--- config.mk ---
export PLATFORM = sky130hd
export DESIGN_NAME = servo_pulse_command_with_auto_off
export DESIGN_NICKNAME = d
export VERILOG_FILES = /design/src/rtl/spcao_pkg.sv /design/src/rtl/servo_pulse_command_with_auto_off.sv
export SDC_FILE = /design/constraint.sdc
export NUM_CORES = 2
export LEC_CHECK = 0
export ABC_AREA = 1
export BUFFER_PORTS_ARGS = -buffer_cell sky130_fd_sc_hd__buf_2
export CAP_MARGIN = 0
export CORE_AREA = 5 5 271 538
export CTS_CLUSTER_DIAMETER = 30
export CTS_CLUSTER_SIZE = 20
export DETAILED_ROUTE_END_ITERATION = 10
export DIE_AREA = 0 0 276 543
export GPL_ROUTABILITY_DRIVEN = 0
export GPL_TIMING_DRIVEN = 0
export PLACE_DENSITY_LB_ADDON = 0.12
export RECOVER_POWER = 100
export SLEW_MARGIN = 20
export SYNTH_ARGS = -nofsm -noshare
export SYNTH_HDL_FRONTEND = slang
export SYNTH_SLANG_ARGS = --single-unit
--- constraint.sdc ---
create_clock -name aclk -period 7.6 [get_ports aclk]
set_input_delay 0.76 -clock aclk [delete_from_list [all_inputs] [get_ports aclk]]
set_output_delay 0.76 -clock aclk [all_outputs]
set_load 0.02 [all_outputs]
--- src/rtl/spcao_pkg.sv ---
`timescale 1ns / 1ps
// spcao_pkg: state type, command/status/register codes and datapath widths
// for the servo pulse command block. No dependencies.
package spcao_pkg;

    typedef enum logic [3:0] {
        ST_IDLE,
        ST_DECODE,
        ST_MUL,
        ST_DIV,
        ST_QFIX,
        ST_PULSE,
        ST_CLAMP,
        ST_SAT,
        ST_DONE
    } state_t;

    // commands
    localparam logic [2:0] CMD_CHECKED = 3'd0;
    localparam logic [2:0] CMD_RATIO   = 3'd1;
    localparam logic [2:0] CMD_PULSE   = 3'd2;
    localparam logic [2:0] CMD_TICK    = 3'd3;
    localparam logic [2:0] CMD_START   = 3'd4;
    localparam logic [2:0] CMD_READ    = 3'd5;

    // result status
    localparam logic [1:0] STATUS_OK          = 2'd0;
    localparam logic [1:0] STATUS_RANGE       = 2'd1;
    localparam logic [1:0] STATUS_UNSUPPORTED = 2'd2;

    // register indexes (byte address = 4 * index)
    localparam logic [2:0] REG_RATIO_MODE   = 3'd0;
    localparam logic [2:0] REG_MIN_VALUE    = 3'd1;
    localparam logic [2:0] REG_MAX_VALUE    = 3'd2;
    localparam logic [2:0] REG_MIN_PULSE    = 3'd3;
    localparam logic [2:0] REG_MAX_PULSE    = 3'd4;
    localparam logic [2:0] REG_START_PULSE  = 3'd5;
    localparam logic [2:0] REG_PULSE_OFFSET = 3'd6;
    localparam logic [2:0] REG_AUTO_OFF_MS  = 3'd7;

    // register reset values
    localparam logic [31:0] RST_MIN_VALUE   = 32'd0;
    localparam logic [31:0] RST_MAX_VALUE   = 32'd65536;
    localparam logic [15:0] RST_MIN_PULSE   = 16'd1000;
    localparam logic [15:0] RST_MAX_PULSE   = 16'd2000;
    localparam logic [15:0] RST_START_PULSE = 16'd1500;

    // datapath widths
    localparam int unsigned MAG_W     = 32;             // |value - min_value|, divisor
    localparam int unsigned SPAN_W    = 16;             // |max_pulse - min_pulse|
    localparam int unsigned WORK_W    = MAG_W + SPAN_W; // product / dividend / quotient
    localparam int unsigned Q_W       = WORK_W + 2;     // signed floor quotient
    localparam int unsigned PULSE_W   = Q_W + 1;        // signed pulse before saturation
    localparam int unsigned BASE_W    = 18;             // 16-bit pulse plus signed trim
    localparam int unsigned PC_W      = 17;             // clamped pulse, up to PERIOD_US + 1
    localparam int unsigned MUL_STEPS = SPAN_W;
    localparam int unsigned DIV_STEPS = WORK_W;
    localparam int unsigned CNT_W     = $clog2(DIV_STEPS);

endpackage

--- src/rtl/servo_pulse_command_with_auto_off.sv ---
`timescale 1ns / 1ps
// servo_pulse_command_with_auto_off: servo command decoder, bit-serial
// ratio mapping and duty scaling, auto-off timer. Depends on spcao_pkg.

// One request in, one result out. Writes turn a signed Q16.16 value (ratio
// mode) or a pulse width in microseconds into a PWM compare value; ticks count
// milliseconds since the last write and switch the drive off once the count
// passes auto_off_ms. All arithmetic runs through one shift-add multiplier
// (16 steps, one bit a cycle) and one restoring divider (48 steps, one
// quotient bit a cycle). Tick, read, rejected and unsupported requests go
// from decode straight to completion; pulse-mode writes, unchecked pulse
// writes, start, and ratio writes over an empty value range make one
// multiply/divide pass for the duty scaling; ratio writes over a nonempty
// value range make a mapping pass plus the duty pass.
// A new request can be taken in the cycle after the previous result is loaded
// into the output register, which holds it until the sink takes it.
module servo_pulse_command_with_auto_off #(
    parameter int unsigned DUTY_MAX  = 65535,
    parameter int unsigned PERIOD_US = 20000
) (
    input  logic        aclk,
    input  logic        aresetn,
    input  logic        s_tvalid,
    output logic        s_tready,
    input  logic [47:0] s_tdata,   // [31:0] value, [47:32] pulse_us
    input  logic [2:0]  s_tuser,   // [2:0] cmd
    output logic        m_tvalid,
    input  logic        m_tready,
    output logic [55:0] m_tdata,   // [1:0] status, [17:2] duty, [49:18] last_value
    output logic        m_tuser,   // [0] drive_update
    input  logic        psel,
    input  logic        penable,
    input  logic        pwrite,
    input  logic [4:0]  paddr,
    input  logic [31:0] pwdata,
    output logic [31:0] prdata,
    output logic        pready
);

    localparam int unsigned MAG_W   = spcao_pkg::MAG_W;
    localparam int unsigned SPAN_W  = spcao_pkg::SPAN_W;
    localparam int unsigned WORK_W  = spcao_pkg::WORK_W;
    localparam int unsigned Q_W     = spcao_pkg::Q_W;
    localparam int unsigned PULSE_W = spcao_pkg::PULSE_W;
    localparam int unsigned BASE_W  = spcao_pkg::BASE_W;
    localparam int unsigned PC_W    = spcao_pkg::PC_W;
    localparam int unsigned CNT_W   = spcao_pkg::CNT_W;

    localparam logic [15:0]       DUTY_MAX_C  = 16'(DUTY_MAX);
    localparam logic [PC_W-1:0]   PC_LIMIT    = PC_W'(PERIOD_US + 1);
    localparam logic [MAG_W-1:0]  PERIOD_C    = MAG_W'(PERIOD_US);
    localparam logic [CNT_W-1:0]  MUL_LAST    = CNT_W'(spcao_pkg::MUL_STEPS - 1);
    localparam logic [CNT_W-1:0]  DIV_LAST    = CNT_W'(spcao_pkg::DIV_STEPS - 1);

    // ---------------- configuration registers ----------------
    logic        ratio_mode_reg;
    logic [31:0] min_value_reg;
    logic [31:0] max_value_reg;
    logic [15:0] min_pulse_reg;
    logic [15:0] max_pulse_reg;
    logic [15:0] start_pulse_reg;
    logic [15:0] pulse_offset_reg;
    logic [31:0] auto_off_reg;
    logic        cfg_wr;

    assign pready = 1'b1;
    assign cfg_wr = psel & penable & pwrite & pready;

    always_ff @(posedge aclk) begin
        if (!aresetn) begin
            ratio_mode_reg   <= 1'b0;
            min_value_reg    <= spcao_pkg::RST_MIN_VALUE;
            max_value_reg    <= spcao_pkg::RST_MAX_VALUE;
            min_pulse_reg    <= spcao_pkg::RST_MIN_PULSE;
            max_pulse_reg    <= spcao_pkg::RST_MAX_PULSE;
            start_pulse_reg  <= spcao_pkg::RST_START_PULSE;
            pulse_offset_reg <= 16'd0;
            auto_off_reg     <= 32'd0;
        end else if (cfg_wr) begin
            case (paddr[4:2])
                spcao_pkg::REG_RATIO_MODE:   ratio_mode_reg   <= pwdata[0];
                spcao_pkg::REG_MIN_VALUE:    min_value_reg    <= pwdata;
                spcao_pkg::REG_MAX_VALUE:    max_value_reg    <= pwdata;
                spcao_pkg::REG_MIN_PULSE:    min_pulse_reg    <= pwdata[15:0];
                spcao_pkg::REG_MAX_PULSE:    max_pulse_reg    <= pwdata[15:0];
                spcao_pkg::REG_START_PULSE:  start_pulse_reg  <= pwdata[15:0];
                spcao_pkg::REG_PULSE_OFFSET: pulse_offset_reg <= pwdata[15:0];
                spcao_pkg::REG_AUTO_OFF_MS:  auto_off_reg     <= pwdata;
                default: ;
            endcase
        end
    end

    always_comb begin
        unique case (paddr[4:2])
            spcao_pkg::REG_RATIO_MODE:   prdata = {31'd0, ratio_mode_reg};
            spcao_pkg::REG_MIN_VALUE:    prdata = min_value_reg;
            spcao_pkg::REG_MAX_VALUE:    prdata = max_value_reg;
            spcao_pkg::REG_MIN_PULSE:    prdata = {16'd0, min_pulse_reg};
            spcao_pkg::REG_MAX_PULSE:    prdata = {16'd0, max_pulse_reg};
            spcao_pkg::REG_START_PULSE:  prdata = {16'd0, start_pulse_reg};
            spcao_pkg::REG_PULSE_OFFSET: prdata = {{16{pulse_offset_reg[15]}}, pulse_offset_reg};
            spcao_pkg::REG_AUTO_OFF_MS:  prdata = auto_off_reg;
            default:                     prdata = 32'd0;
        endcase
    end

    // ---------------- state ----------------
    spcao_pkg::state_t state_reg, state_next;

    logic [2:0]  cmd_reg;
    logic [31:0] value_reg;
    logic [15:0] pus_reg;

    logic        armed_reg, armed_next;
    logic [31:0] ms_reg, ms_next;
    logic [31:0] stored_reg, stored_next;

    logic [1:0]  status_reg, status_next;
    logic        upd_reg, upd_next;
    logic [15:0] duty_reg, duty_next;

    logic                     pass_reg, pass_next;   // 0 ratio mapping, 1 duty scaling
    logic                     neg_reg, neg_next;     // sign of the mapping product
    logic [MAG_W-1:0]         mcand_reg, mcand_next;
    logic [MAG_W-1:0]         dsor_reg, dsor_next;
    logic [WORK_W-1:0]        work_reg, work_next;
    logic [MAG_W-1:0]         rem_reg, rem_next;
    logic [CNT_W-1:0]         cnt_reg, cnt_next;
    logic signed [BASE_W-1:0] base_reg, base_next;
    logic signed [Q_W-1:0]    q_reg, q_next;
    logic signed [PULSE_W-1:0] pulse_reg, pulse_next;

    logic        m_tvalid_reg;
    logic [1:0]  m_status_reg;
    logic        m_upd_reg;
    logic [15:0] m_duty_reg;
    logic [31:0] m_last_reg;
    logic        out_free;

    assign s_tready = (state_reg == spcao_pkg::ST_IDLE);
    assign out_free = !m_tvalid_reg || m_tready;

    // ---------------- decode ----------------
    logic signed [32:0] v_x, lo_x, hi_x, dv_up, dv_dn, den_full;
    logic               v_lt_lo, v_gt_hi, den_pos, span_neg;
    logic [MAG_W-1:0]   dv_mag;
    logic [SPAN_W-1:0]  span_mag;
    logic               cmd_chk, cmd_ratio, cmd_pulse, cmd_tick, cmd_start, unsupported;
    logic               ratio_ok, pulse_ok, chk_ok, chk_bad, use_map, use_div;
    logic               wrote, has_pulse, tick_off;
    logic [BASE_W-1:0]  base_a, base_b, offset_x;

    assign v_x      = {value_reg[31], value_reg};
    assign lo_x     = {min_value_reg[31], min_value_reg};
    assign hi_x     = {max_value_reg[31], max_value_reg};
    assign v_lt_lo  = v_x < lo_x;
    assign v_gt_hi  = v_x > hi_x;
    assign den_pos  = hi_x > lo_x;
    assign dv_up    = v_x - lo_x;
    assign dv_dn    = lo_x - v_x;
    assign den_full = hi_x - lo_x;
    assign dv_mag   = v_lt_lo ? dv_dn[MAG_W-1:0] : dv_up[MAG_W-1:0];
    assign span_neg = max_pulse_reg < min_pulse_reg;
    assign span_mag = span_neg ? (min_pulse_reg - max_pulse_reg)
                               : (max_pulse_reg - min_pulse_reg);

    assign cmd_chk     = (cmd_reg == spcao_pkg::CMD_CHECKED);
    assign cmd_ratio   = (cmd_reg == spcao_pkg::CMD_RATIO);
    assign cmd_pulse   = (cmd_reg == spcao_pkg::CMD_PULSE);
    assign cmd_tick    = (cmd_reg == spcao_pkg::CMD_TICK);
    assign cmd_start   = (cmd_reg == spcao_pkg::CMD_START);
    assign unsupported = (cmd_reg > spcao_pkg::CMD_READ);

    assign ratio_ok  = !v_lt_lo && !v_gt_hi;
    assign pulse_ok  = (pus_reg >= min_pulse_reg) && (pus_reg <= max_pulse_reg);
    assign chk_ok    = cmd_chk && (ratio_mode_reg ? ratio_ok : pulse_ok);
    assign chk_bad   = cmd_chk && !chk_ok;
    assign use_map   = (cmd_chk && ratio_mode_reg && ratio_ok) || cmd_ratio;
    assign use_div   = use_map && den_pos;
    assign wrote     = chk_ok || cmd_ratio || cmd_pulse;
    assign has_pulse = wrote || cmd_start;
    // count after increment exceeds the limit; a saturated count never exceeds all ones
    assign tick_off  = cmd_tick && armed_reg && (ms_reg >= auto_off_reg)
                       && !((&ms_reg) && (&auto_off_reg));

    // base pulse before the quotient: min_pulse, pulse_us or start_pulse, plus trim on checked and start requests
    assign offset_x = {{2{pulse_offset_reg[15]}}, pulse_offset_reg};
    assign base_a   = use_map   ? {2'b00, min_pulse_reg}
                    : cmd_start ? {2'b00, start_pulse_reg}
                    :             {2'b00, pus_reg};
    assign base_b   = (cmd_chk || cmd_start) ? offset_x : '0;

    // ---------------- serial units ----------------
    logic [MAG_W:0]   mul_sum, div_t, div_diff;
    logic             div_ge;
    logic [Q_W-1:0]   qext;
    logic             pulse_pos, pulse_big;
    logic [PC_W-1:0]  pc;

    assign mul_sum  = {1'b0, work_reg[WORK_W-1:SPAN_W]} + {1'b0, mcand_reg};
    assign div_t    = {rem_reg, work_reg[WORK_W-1]};
    assign div_diff = div_t - {1'b0, dsor_reg};
    assign div_ge   = div_t >= {1'b0, dsor_reg};
    assign qext     = {2'b00, work_reg};

    assign pulse_pos = !pulse_reg[PULSE_W-1] && (pulse_reg != '0);
    assign pulse_big = pulse_reg[PULSE_W-2:0] > (PULSE_W-1)'(PERIOD_US);
    assign pc        = !pulse_pos ? '0 : (pulse_big ? PC_LIMIT : pulse_reg[PC_W-1:0]);

    // ---------------- next state ----------------
    always_comb begin
        state_next = state_reg;
        unique case (state_reg)
            spcao_pkg::ST_IDLE: begin
                if (s_tvalid) state_next = spcao_pkg::ST_DECODE;
            end
            spcao_pkg::ST_DECODE: begin
                if (use_div)        state_next = spcao_pkg::ST_MUL;
                else if (has_pulse) state_next = spcao_pkg::ST_PULSE;
                else                state_next = spcao_pkg::ST_DONE;
            end
            spcao_pkg::ST_MUL: begin
                if (cnt_reg == MUL_LAST) state_next = spcao_pkg::ST_DIV;
            end
            spcao_pkg::ST_DIV: begin
                if (cnt_reg == DIV_LAST) begin
                    state_next = pass_reg ? spcao_pkg::ST_SAT : spcao_pkg::ST_QFIX;
                end
            end
            spcao_pkg::ST_QFIX:  state_next = spcao_pkg::ST_PULSE;
            spcao_pkg::ST_PULSE: state_next = spcao_pkg::ST_CLAMP;
            spcao_pkg::ST_CLAMP: state_next = spcao_pkg::ST_MUL;
            spcao_pkg::ST_SAT:   state_next = spcao_pkg::ST_DONE;
            spcao_pkg::ST_DONE: begin
                if (out_free) state_next = spcao_pkg::ST_IDLE;
            end
            default: state_next = spcao_pkg::ST_IDLE;
        endcase
    end

    // ---------------- datapath ----------------
    always_comb begin
        armed_next  = armed_reg;
        ms_next     = ms_reg;
        stored_next = stored_reg;
        status_next = status_reg;
        upd_next    = upd_reg;
        duty_next   = duty_reg;
        pass_next   = pass_reg;
        neg_next    = neg_reg;
        mcand_next  = mcand_reg;
        dsor_next   = dsor_reg;
        work_next   = work_reg;
        rem_next    = rem_reg;
        cnt_next    = cnt_reg;
        base_next   = base_reg;
        q_next      = q_reg;
        pulse_next  = pulse_reg;
        unique case (state_reg)
            spcao_pkg::ST_DECODE: begin
                if (unsupported)  status_next = spcao_pkg::STATUS_UNSUPPORTED;
                else if (chk_bad) status_next = spcao_pkg::STATUS_RANGE;
                else              status_next = spcao_pkg::STATUS_OK;
                upd_next   = has_pulse || tick_off;
                duty_next  = 16'd0;
                base_next  = $signed(base_a + base_b);
                q_next     = '0;
                mcand_next = dv_mag;
                work_next  = {{MAG_W{1'b0}}, span_mag};
                dsor_next  = den_full[MAG_W-1:0];
                neg_next   = v_lt_lo ^ span_neg;
                pass_next  = 1'b0;
                cnt_next   = '0;
                if (wrote) begin
                    ms_next = 32'd0;
                    if (auto_off_reg != 32'd0) armed_next = 1'b1;
                end
                if (chk_ok) begin
                    stored_next = ratio_mode_reg ? value_reg : {pus_reg, 16'd0};
                end
                if (cmd_tick && armed_reg) begin
                    if (!(&ms_reg)) ms_next = ms_reg + 32'd1;
                    if (tick_off) armed_next = 1'b0;
                end
            end
            spcao_pkg::ST_MUL: begin
                work_next = work_reg[0] ? {mul_sum, work_reg[SPAN_W-1:1]}
                                        : {1'b0, work_reg[WORK_W-1:1]};
                cnt_next  = cnt_reg + CNT_W'(1);
                if (cnt_reg == MUL_LAST) begin
                    cnt_next = '0;
                    rem_next = '0;
                end
            end
            spcao_pkg::ST_DIV: begin
                rem_next  = div_ge ? div_diff[MAG_W-1:0] : div_t[MAG_W-1:0];
                work_next = {work_reg[WORK_W-2:0], div_ge};
                cnt_next  = (cnt_reg == DIV_LAST) ? '0 : cnt_reg + CNT_W'(1);
            end
            spcao_pkg::ST_QFIX: begin
                // floor for a negative product: -(q + (rem != 0))
                q_next = neg_reg ? $signed(~qext + Q_W'(!(|rem_reg))) : $signed(qext);
            end
            spcao_pkg::ST_PULSE: begin
                pulse_next = $signed({q_reg[Q_W-1], q_reg}
                             + {{(PULSE_W-BASE_W){base_reg[BASE_W-1]}}, base_reg});
            end
            spcao_pkg::ST_CLAMP: begin
                mcand_next = {{(MAG_W-PC_W){1'b0}}, pc};
                work_next  = {{MAG_W{1'b0}}, DUTY_MAX_C};
                dsor_next  = PERIOD_C;
                pass_next  = 1'b1;
                cnt_next   = '0;
            end
            spcao_pkg::ST_SAT: begin
                duty_next = (work_reg > WORK_W'(DUTY_MAX)) ? DUTY_MAX_C : work_reg[15:0];
            end
            default: ;
        endcase
    end

    // ---------------- registers ----------------
    always_ff @(posedge aclk) begin
        if (!aresetn) begin
            state_reg    <= spcao_pkg::ST_IDLE;
            armed_reg    <= 1'b0;
            ms_reg       <= 32'd0;
            stored_reg   <= 32'd0;
            cnt_reg      <= '0;
            pass_reg     <= 1'b0;
            m_tvalid_reg <= 1'b0;
        end else begin
            state_reg  <= state_next;
            armed_reg  <= armed_next;
            ms_reg     <= ms_next;
            stored_reg <= stored_next;
            cnt_reg    <= cnt_next;
            pass_reg   <= pass_next;
            if (state_reg == spcao_pkg::ST_DONE && out_free) begin
                m_tvalid_reg <= 1'b1;
            end else if (m_tready) begin
                m_tvalid_reg <= 1'b0;
            end
        end
    end

    always_ff @(posedge aclk) begin
        if (s_tvalid && s_tready) begin
            cmd_reg   <= s_tuser;
            value_reg <= s_tdata[31:0];
            pus_reg   <= s_tdata[47:32];
        end
        status_reg <= status_next;
        upd_reg    <= upd_next;
        duty_reg   <= duty_next;
        neg_reg    <= neg_next;
        mcand_reg  <= mcand_next;
        dsor_reg   <= dsor_next;
        work_reg   <= work_next;
        rem_reg    <= rem_next;
        base_reg   <= base_next;
        q_reg      <= q_next;
        pulse_reg  <= pulse_next;
        if (state_reg == spcao_pkg::ST_DONE && out_free) begin
            m_status_reg <= status_reg;
            m_upd_reg    <= upd_reg;
            m_duty_reg   <= duty_reg;
            m_last_reg   <= stored_reg;
        end
    end

    assign m_tvalid = m_tvalid_reg;
    assign m_tdata  = {6'd0, m_last_reg, m_duty_reg, m_status_reg};
    assign m_tuser  = m_upd_reg;

`ifndef NO_ASSERTIONS
    // a result is only loaded out of the completion state
    a_load_from_done: assert property (@(posedge aclk) disable iff (!aresetn)
        $rose(m_tvalid_reg) |-> $past(state_reg == spcao_pkg::ST_DONE))
        else $error("result loaded outside completion state");

    // without a drive update the compare value is zero
    a_duty_zero: assert property (@(posedge aclk) disable iff (!aresetn)
        (m_tvalid && !m_tuser) |-> (m_tdata[17:2] == 16'd0))
        else $error("duty nonzero without drive update");

    // rejected or unsupported requests never update the drive
    a_bad_no_update: assert property (@(posedge aclk) disable iff (!aresetn)
        (m_tvalid && (m_tdata[1:0] != spcao_pkg::STATUS_OK)) |-> !m_tuser)
        else $error("drive update on failed request");

    // no request is taken while a serial pass is running
    a_no_accept_busy: assert property (@(posedge aclk) disable iff (!aresetn)
        (state_reg == spcao_pkg::ST_MUL || state_reg == spcao_pkg::ST_DIV) |-> !s_tready)
        else $error("ready while busy");
`endif

endmodule
; Word-level counts from Yosys, hierarchy flattened
; Index checks and enable logic that the tools add are counted.
[classes]
n_bitwise = 4
mux = 43
n_reduce_logical = 55
eq_ne = 25
n_addsub = 12
magnitude_cmp = 11
[ops]
columns = operator, n
row1 = 32-bit one-hot mux with 8 select lines, 1
row2 = 32-bit two-way mux, 7
row3 = 32-bit one-hot mux with 2 select lines, 3
row4 = 48-bit one-hot mux with 4 select lines, 1
row5 = 32-bit subtractor, 4
row6 = 50-bit one-hot mux with 2 select lines, 1
row7 = 32-bit greater-than comparator, 2
row8 = 16-bit two-way mux, 4
row9 = 32-bit AND reduction, 2
row10 = 50-bit by 18-bit adder with 51-bit output, 1
row11 = 51-bit nonzero test, 1
row12 = 50-bit by 1-bit adder with 50-bit output, 1
row13 = 50-bit by 15-bit greater-than comparator with 1-bit output (second input constant), 1
row14 = 50-bit two-way mux, 1
row15 = 48-bit NOT with 50-bit output, 1
row16 = 48-bit by 16-bit greater-than comparator with 1-bit output (second input constant), 1
row17 = 48-bit two-way mux, 1
row18 = 4-bit one-hot mux with 9 select lines, 1
row19 = 17-bit two-way mux, 2
row20 = 32-bit by 32-bit adder with 33-bit output, 1
row21 = 33-bit by 32-bit >= comparator with 1-bit output, 1
row22 = 32-bit by 1-bit adder with 32-bit output (second input constant), 1
row23 = 32-bit >= comparator, 1
row24 = 32-bit < comparator, 1
row25 = 40 further kinds, 109
[word_totals]
output_inout_bits = 92
word_cells = 183
register_bits = 623

; Longest topological paths before layout
[depth]
word_depth = 11
mapped_depth = 37

; Least setup slack after synthesis
; No wires, ideal clock.
[synth_timing]
kind = input to register
startpoint = input port m_tready
endpoint = register m_duty_reg[0], enable pin
setup_ps = 586
path_buffers = 0
required_time_ps = 7014
path_slack_ps = 1348
arrival_time_ps = 5665
path_stages = 2
cell_sequence = nor2_1 nor4_1
[synth_between]
elab_chain_len = 2
[synth_rtl]
columns = element, line
row1 = start: declaration, servo_pulse_command_with_auto_off.sv:28  ; input logic m_tready,
row2 = 1-bit logical OR, servo_pulse_command_with_auto_off.sv:142  ; assign out_free = !m_tvalid_reg || m_tready;
row3 = 1-bit logical AND, servo_pulse_command_with_auto_off.sv:365  ; if (state_reg == spcao_pkg::ST_DONE && out_free) begin
row4 = end signal: assignment, servo_pulse_command_with_auto_off.sv:368  ; m_duty_reg <= duty_reg;
row5 = end: declaration, servo_pulse_command_with_auto_off.sv:137  ; logic [15:0] m_duty_reg;
; Every way passes these cells.
; A chain may end at the register's enable or synchronous reset.

; Final worst setup path
[layout_timing]
startpoint = register value_reg[0]
endpoint = register base_reg[14] (data pin)
[layout_between]
elab_chain_len = 7
word_cells_on_any_way = 9
[layout_rtl]
columns = element, line
row1 = start: declaration, servo_pulse_command_with_auto_off.sv:112  ; logic [31:0] value_reg;
row2 = start signal: assignment, servo_pulse_command_with_auto_off.sv:351  ; value_reg <= s_tdata[31:0];
row3 = 32-bit < comparator / 32-bit greater-than comparator (equally long branches), "servo_pulse_command_with_auto_off.sv:157, servo_pulse_command_with_auto_off.sv:158"
row4 = 1-bit zero test, servo_pulse_command_with_auto_off.sv:175  ; assign ratio_ok = !v_lt_lo && !v_gt_hi;
row5 = 1-bit logical AND *, servo_pulse_command_with_auto_off.sv:175
row6 = 1-bit logical AND *, servo_pulse_command_with_auto_off.sv:179  ; assign use_map = (cmd_chk && ratio_mode_reg && ratio_ok) || cmd_ratio;
row7 = 1-bit logical OR *, servo_pulse_command_with_auto_off.sv:179
row8 = 16-bit two-way mux *, servo_pulse_command_with_auto_off.sv:189  ; assign base_a = use_map ? {2'b00, min_pulse_reg}
row9 = 16-bit by 18-bit adder with 18-bit output *, servo_pulse_command_with_auto_off.sv:267  ; base_next = $signed(base_a + base_b);
row10 = end signal: assignment, servo_pulse_command_with_auto_off.sv:362  ; base_reg <= base_next;
row11 = end: declaration, servo_pulse_command_with_auto_off.sv:130  ; logic signed [BASE_W-1:0] base_reg, base_next;
; Every way passes the cells marked *; elsewhere a longest branch is shown, timed or not.

==> results.toml <==
[critical_path]
worstSetupPathType = "flip-flop to flip-flop"
critPathMaxStageDelay_ns = 0.63
end_kind = "flip-flop"
crit_path_frequent_cell = "nand2_1"
cpMaxStageDelayCell = "o21ai_0"
cp.arrival_ns = 7.21
required_ns = 8.07
cp_max_fo = 10
crit_path_start_kind = "flip-flop"

[detailed_routing]
drc = 0
ant_nets = 0
drtPass1Iterations = 6
num_vias = 40050
via_per_inst = 5.260
wirelength_um = 195700
routedWlPerCell_um = 25.70
drtIter0Drc = 2686

[clock_network]
tritoncts = "done"
clk_latency_ns = 0.73
cts_resized = 0
cts_inserted_buffers = 106
hold_buffers = 0
clk_pin_slew_ns = 0.06
ctsHtreeMaxLevel = 3
clockBufferDepth = 3
root_buffer = "clkbuf_16"
cts_sinks = 623
cts_setup_buffers = 0

[yosys]
seq_area_frac_synth = 0.3886
mappedNetlistArea_um2 = 42020
async_flop_share = 0
synth_cells = 5336
yosys_most_used_dff = "edfxtp_1"
ys_top_cells_by_area = "edfxtp_1 28%, dfxtp_1 11%, ha_1 11%"
ys_seq_elements = 623
synth.largest_area_cell = "edfxtp_1"
netlist.area_leader.share = 0.2752
yosysWarnings = 0
synth.avg_cell_area_um2 = 7.874
synth_enable_flop_cells = 385
synthDistinctLibCells = 73

[grt]
grt_max_degree = 60
grt.busiest_layer = "met2"
grt_pass1_vias = 40660
grtUsageTotal = 0.2497
grt.met1_usage = 0.2223
gr-usage-met3 = 0.03142
antenna_found_initial = 4
grt_overflow_total = 0
grt_pass1_wl_um = 275900
use_met2 = 0.4819

[cells_and_area]
drive_above_1_share = 0.05887
fin_util = 0.3459
layout_common_cells = "805 x nand2_1, 698 x a21oi_1, 677 x inv_1, 593 x o21ai_0, 498 x nor2_1"
instances_no_fill = 7614
final_common_cell = "nand2_1"
area_growth_pct = 16.10
nNetsFinal = 6109
largest_reg_flops = 51
final_area_um2 = 48780

[run_status]
status = "finished, violations left"
failed_checks = "max-capacitance violations, max-slew violations"

[floorplan]
dieArea_um2 = 149900
core_area_um2 = 141000
placementRows = 195
fp.dieW_um = 276
start_util = 0.2979
io_pins = 187
die_y_um = 543

[sta]
final_hold_viol_count = 0
fin_crit_sh = 0.8869
skew_ns = 0.05581
slew_headroom = -1.092
slew_violations = 250
timing.fmax_ghz = 0.1484
fin_crit_ns = 6.741
setup-violations-final = 0
rsz0062_at_grt = "no"
worstMarginPinSlew_ns = 3.138

[placement]
post_dp_cell_area_um2 = 45580
dpl.hpwl_um = 162900
place_inst = 7411
numPortBuffers = 176

[flow_run]
cap_violations = 11

[power]
p_leak_uw = 0.01977
irDropWorstVdd_mv = 0.2159
cellPowerDensity_nw_per_um2 = 368.8

[min_path]
min_path_type = "primary input to flip-flop"
==> where the power goes <==
group	switching [µW]	internal (µW)	total, µW
clock network	2060	2970	5030
registers	693	4690	5380
logic	5270	2320	7580
==> routing by layer <==
| layer | vias to the layer above | wire [µm] | share of wire |
|---|---|---|---|
| met4 | 2 | 22760 | 0.12 |
| met2 | 1395 | 103800 | 0.53 |
| li1 | 19200 | - | - |
| met3 | 629 | 7847 | 0.040 |
| met1 | 18820 | 61250 | 0.31 |
| met5 | - | 7 | 0.000036 |
==> synth_stat cells, drive strengths merged, types with 4 or more instances <==
library cell  count
nand2           810
a21oi           705
inv             686
o21ai           595
nor2            505
edfxtp          385
ha              357
dfxtp           238
nand3           155
clkbuf          123
xor2             89
a31oi            76
nor3             74
xnor2            63
o211ai           50
nor4             48
nand4            45
o22ai            43
buf              38
o21a             38
o221ai           29
a21o             24
a211oi           19
a21boi           19
o21bai           17
a221oi           14
clkinv           11
o2111ai          10
or2              10
fa                9
a22oi             6
mux2i             6
o31ai             6
nand3b            4
==> metrics by stage <==
step | setup TNS [ns] | hold WS [ns] | worst slack (ns) | power, µW
6_report | 0 | 0.2003 | 0.8595 | 17990
3_3_place_gp | -138.68 | 0.4040 | -2.730 | 12990
4_1_cts | 0 | 0.1708 | 1.265 | 18130
3_5_place_dp | 0 | 0.4063 | 1.287 | 13050
2_1_floorplan | 0 | 0.4003 | 1.348 | 10200
5_1_grt | 0 | 0.1908 | 0.4921 | 19040
==> cell type report <==
| class | instances | area, µm² |
|---|---|---|
| antenna | 2 | 5.005 |
| buffer | 161 | 651.9 |
| clock buffer | 118 | 2760 |
| clock inverter | 83 | 991.0 |
| fill | 15370 | 92240 |
| inverter | 697 | 2619 |
| multi-input combinational | 3860 | 22230 |
| sequential | 623 | 16330 |
| tap | 1871 | 2341 |
| timing repair buffer | 199 | 854.6 |
==> critical path, delay by kind of cell, from the launching register on <==
kind	cells	cell delay [ns]
flops	1	0.49
buf+inv	4	0.64
compound gates	8	1.94
simple gates	15	2.01
xor+xnor	1	0.06
fa+ha+maj	4	1.30
==> cell families (layout without fill, tap and decap cells) <==
group,Yosys count,in the layout,share of synthesized area
muxes,6,6,0.001429
buffers and inverters,858,1258,0.07903
xor gates and xnor gates,152,152,0.03168
and+or+nand+nor,1657,1657,0.1663
adders and majority gates,366,366,0.1106
AOI/OAI and AO/OA,1672,1672,0.2222
DFF,623,623,0.3886
other,2,9,0.0001787
==> path summary, 6_finish.rpt <==
path | from | endpoint | slack, ns | depth (start not counted)
setup reg to reg | value_reg[0] | base_reg[14] | 0.86 | 32
setup / recovery | value_reg[0] | base_reg[14] | 0.86 | 32
hold reg to reg | duty_reg[11] | m_duty_reg[11] | 0.42 | 0
hold / removal | s_tuser[0] | cmd_reg[0] | 0.20 | 1
Power figures use the tool's default switching activity.
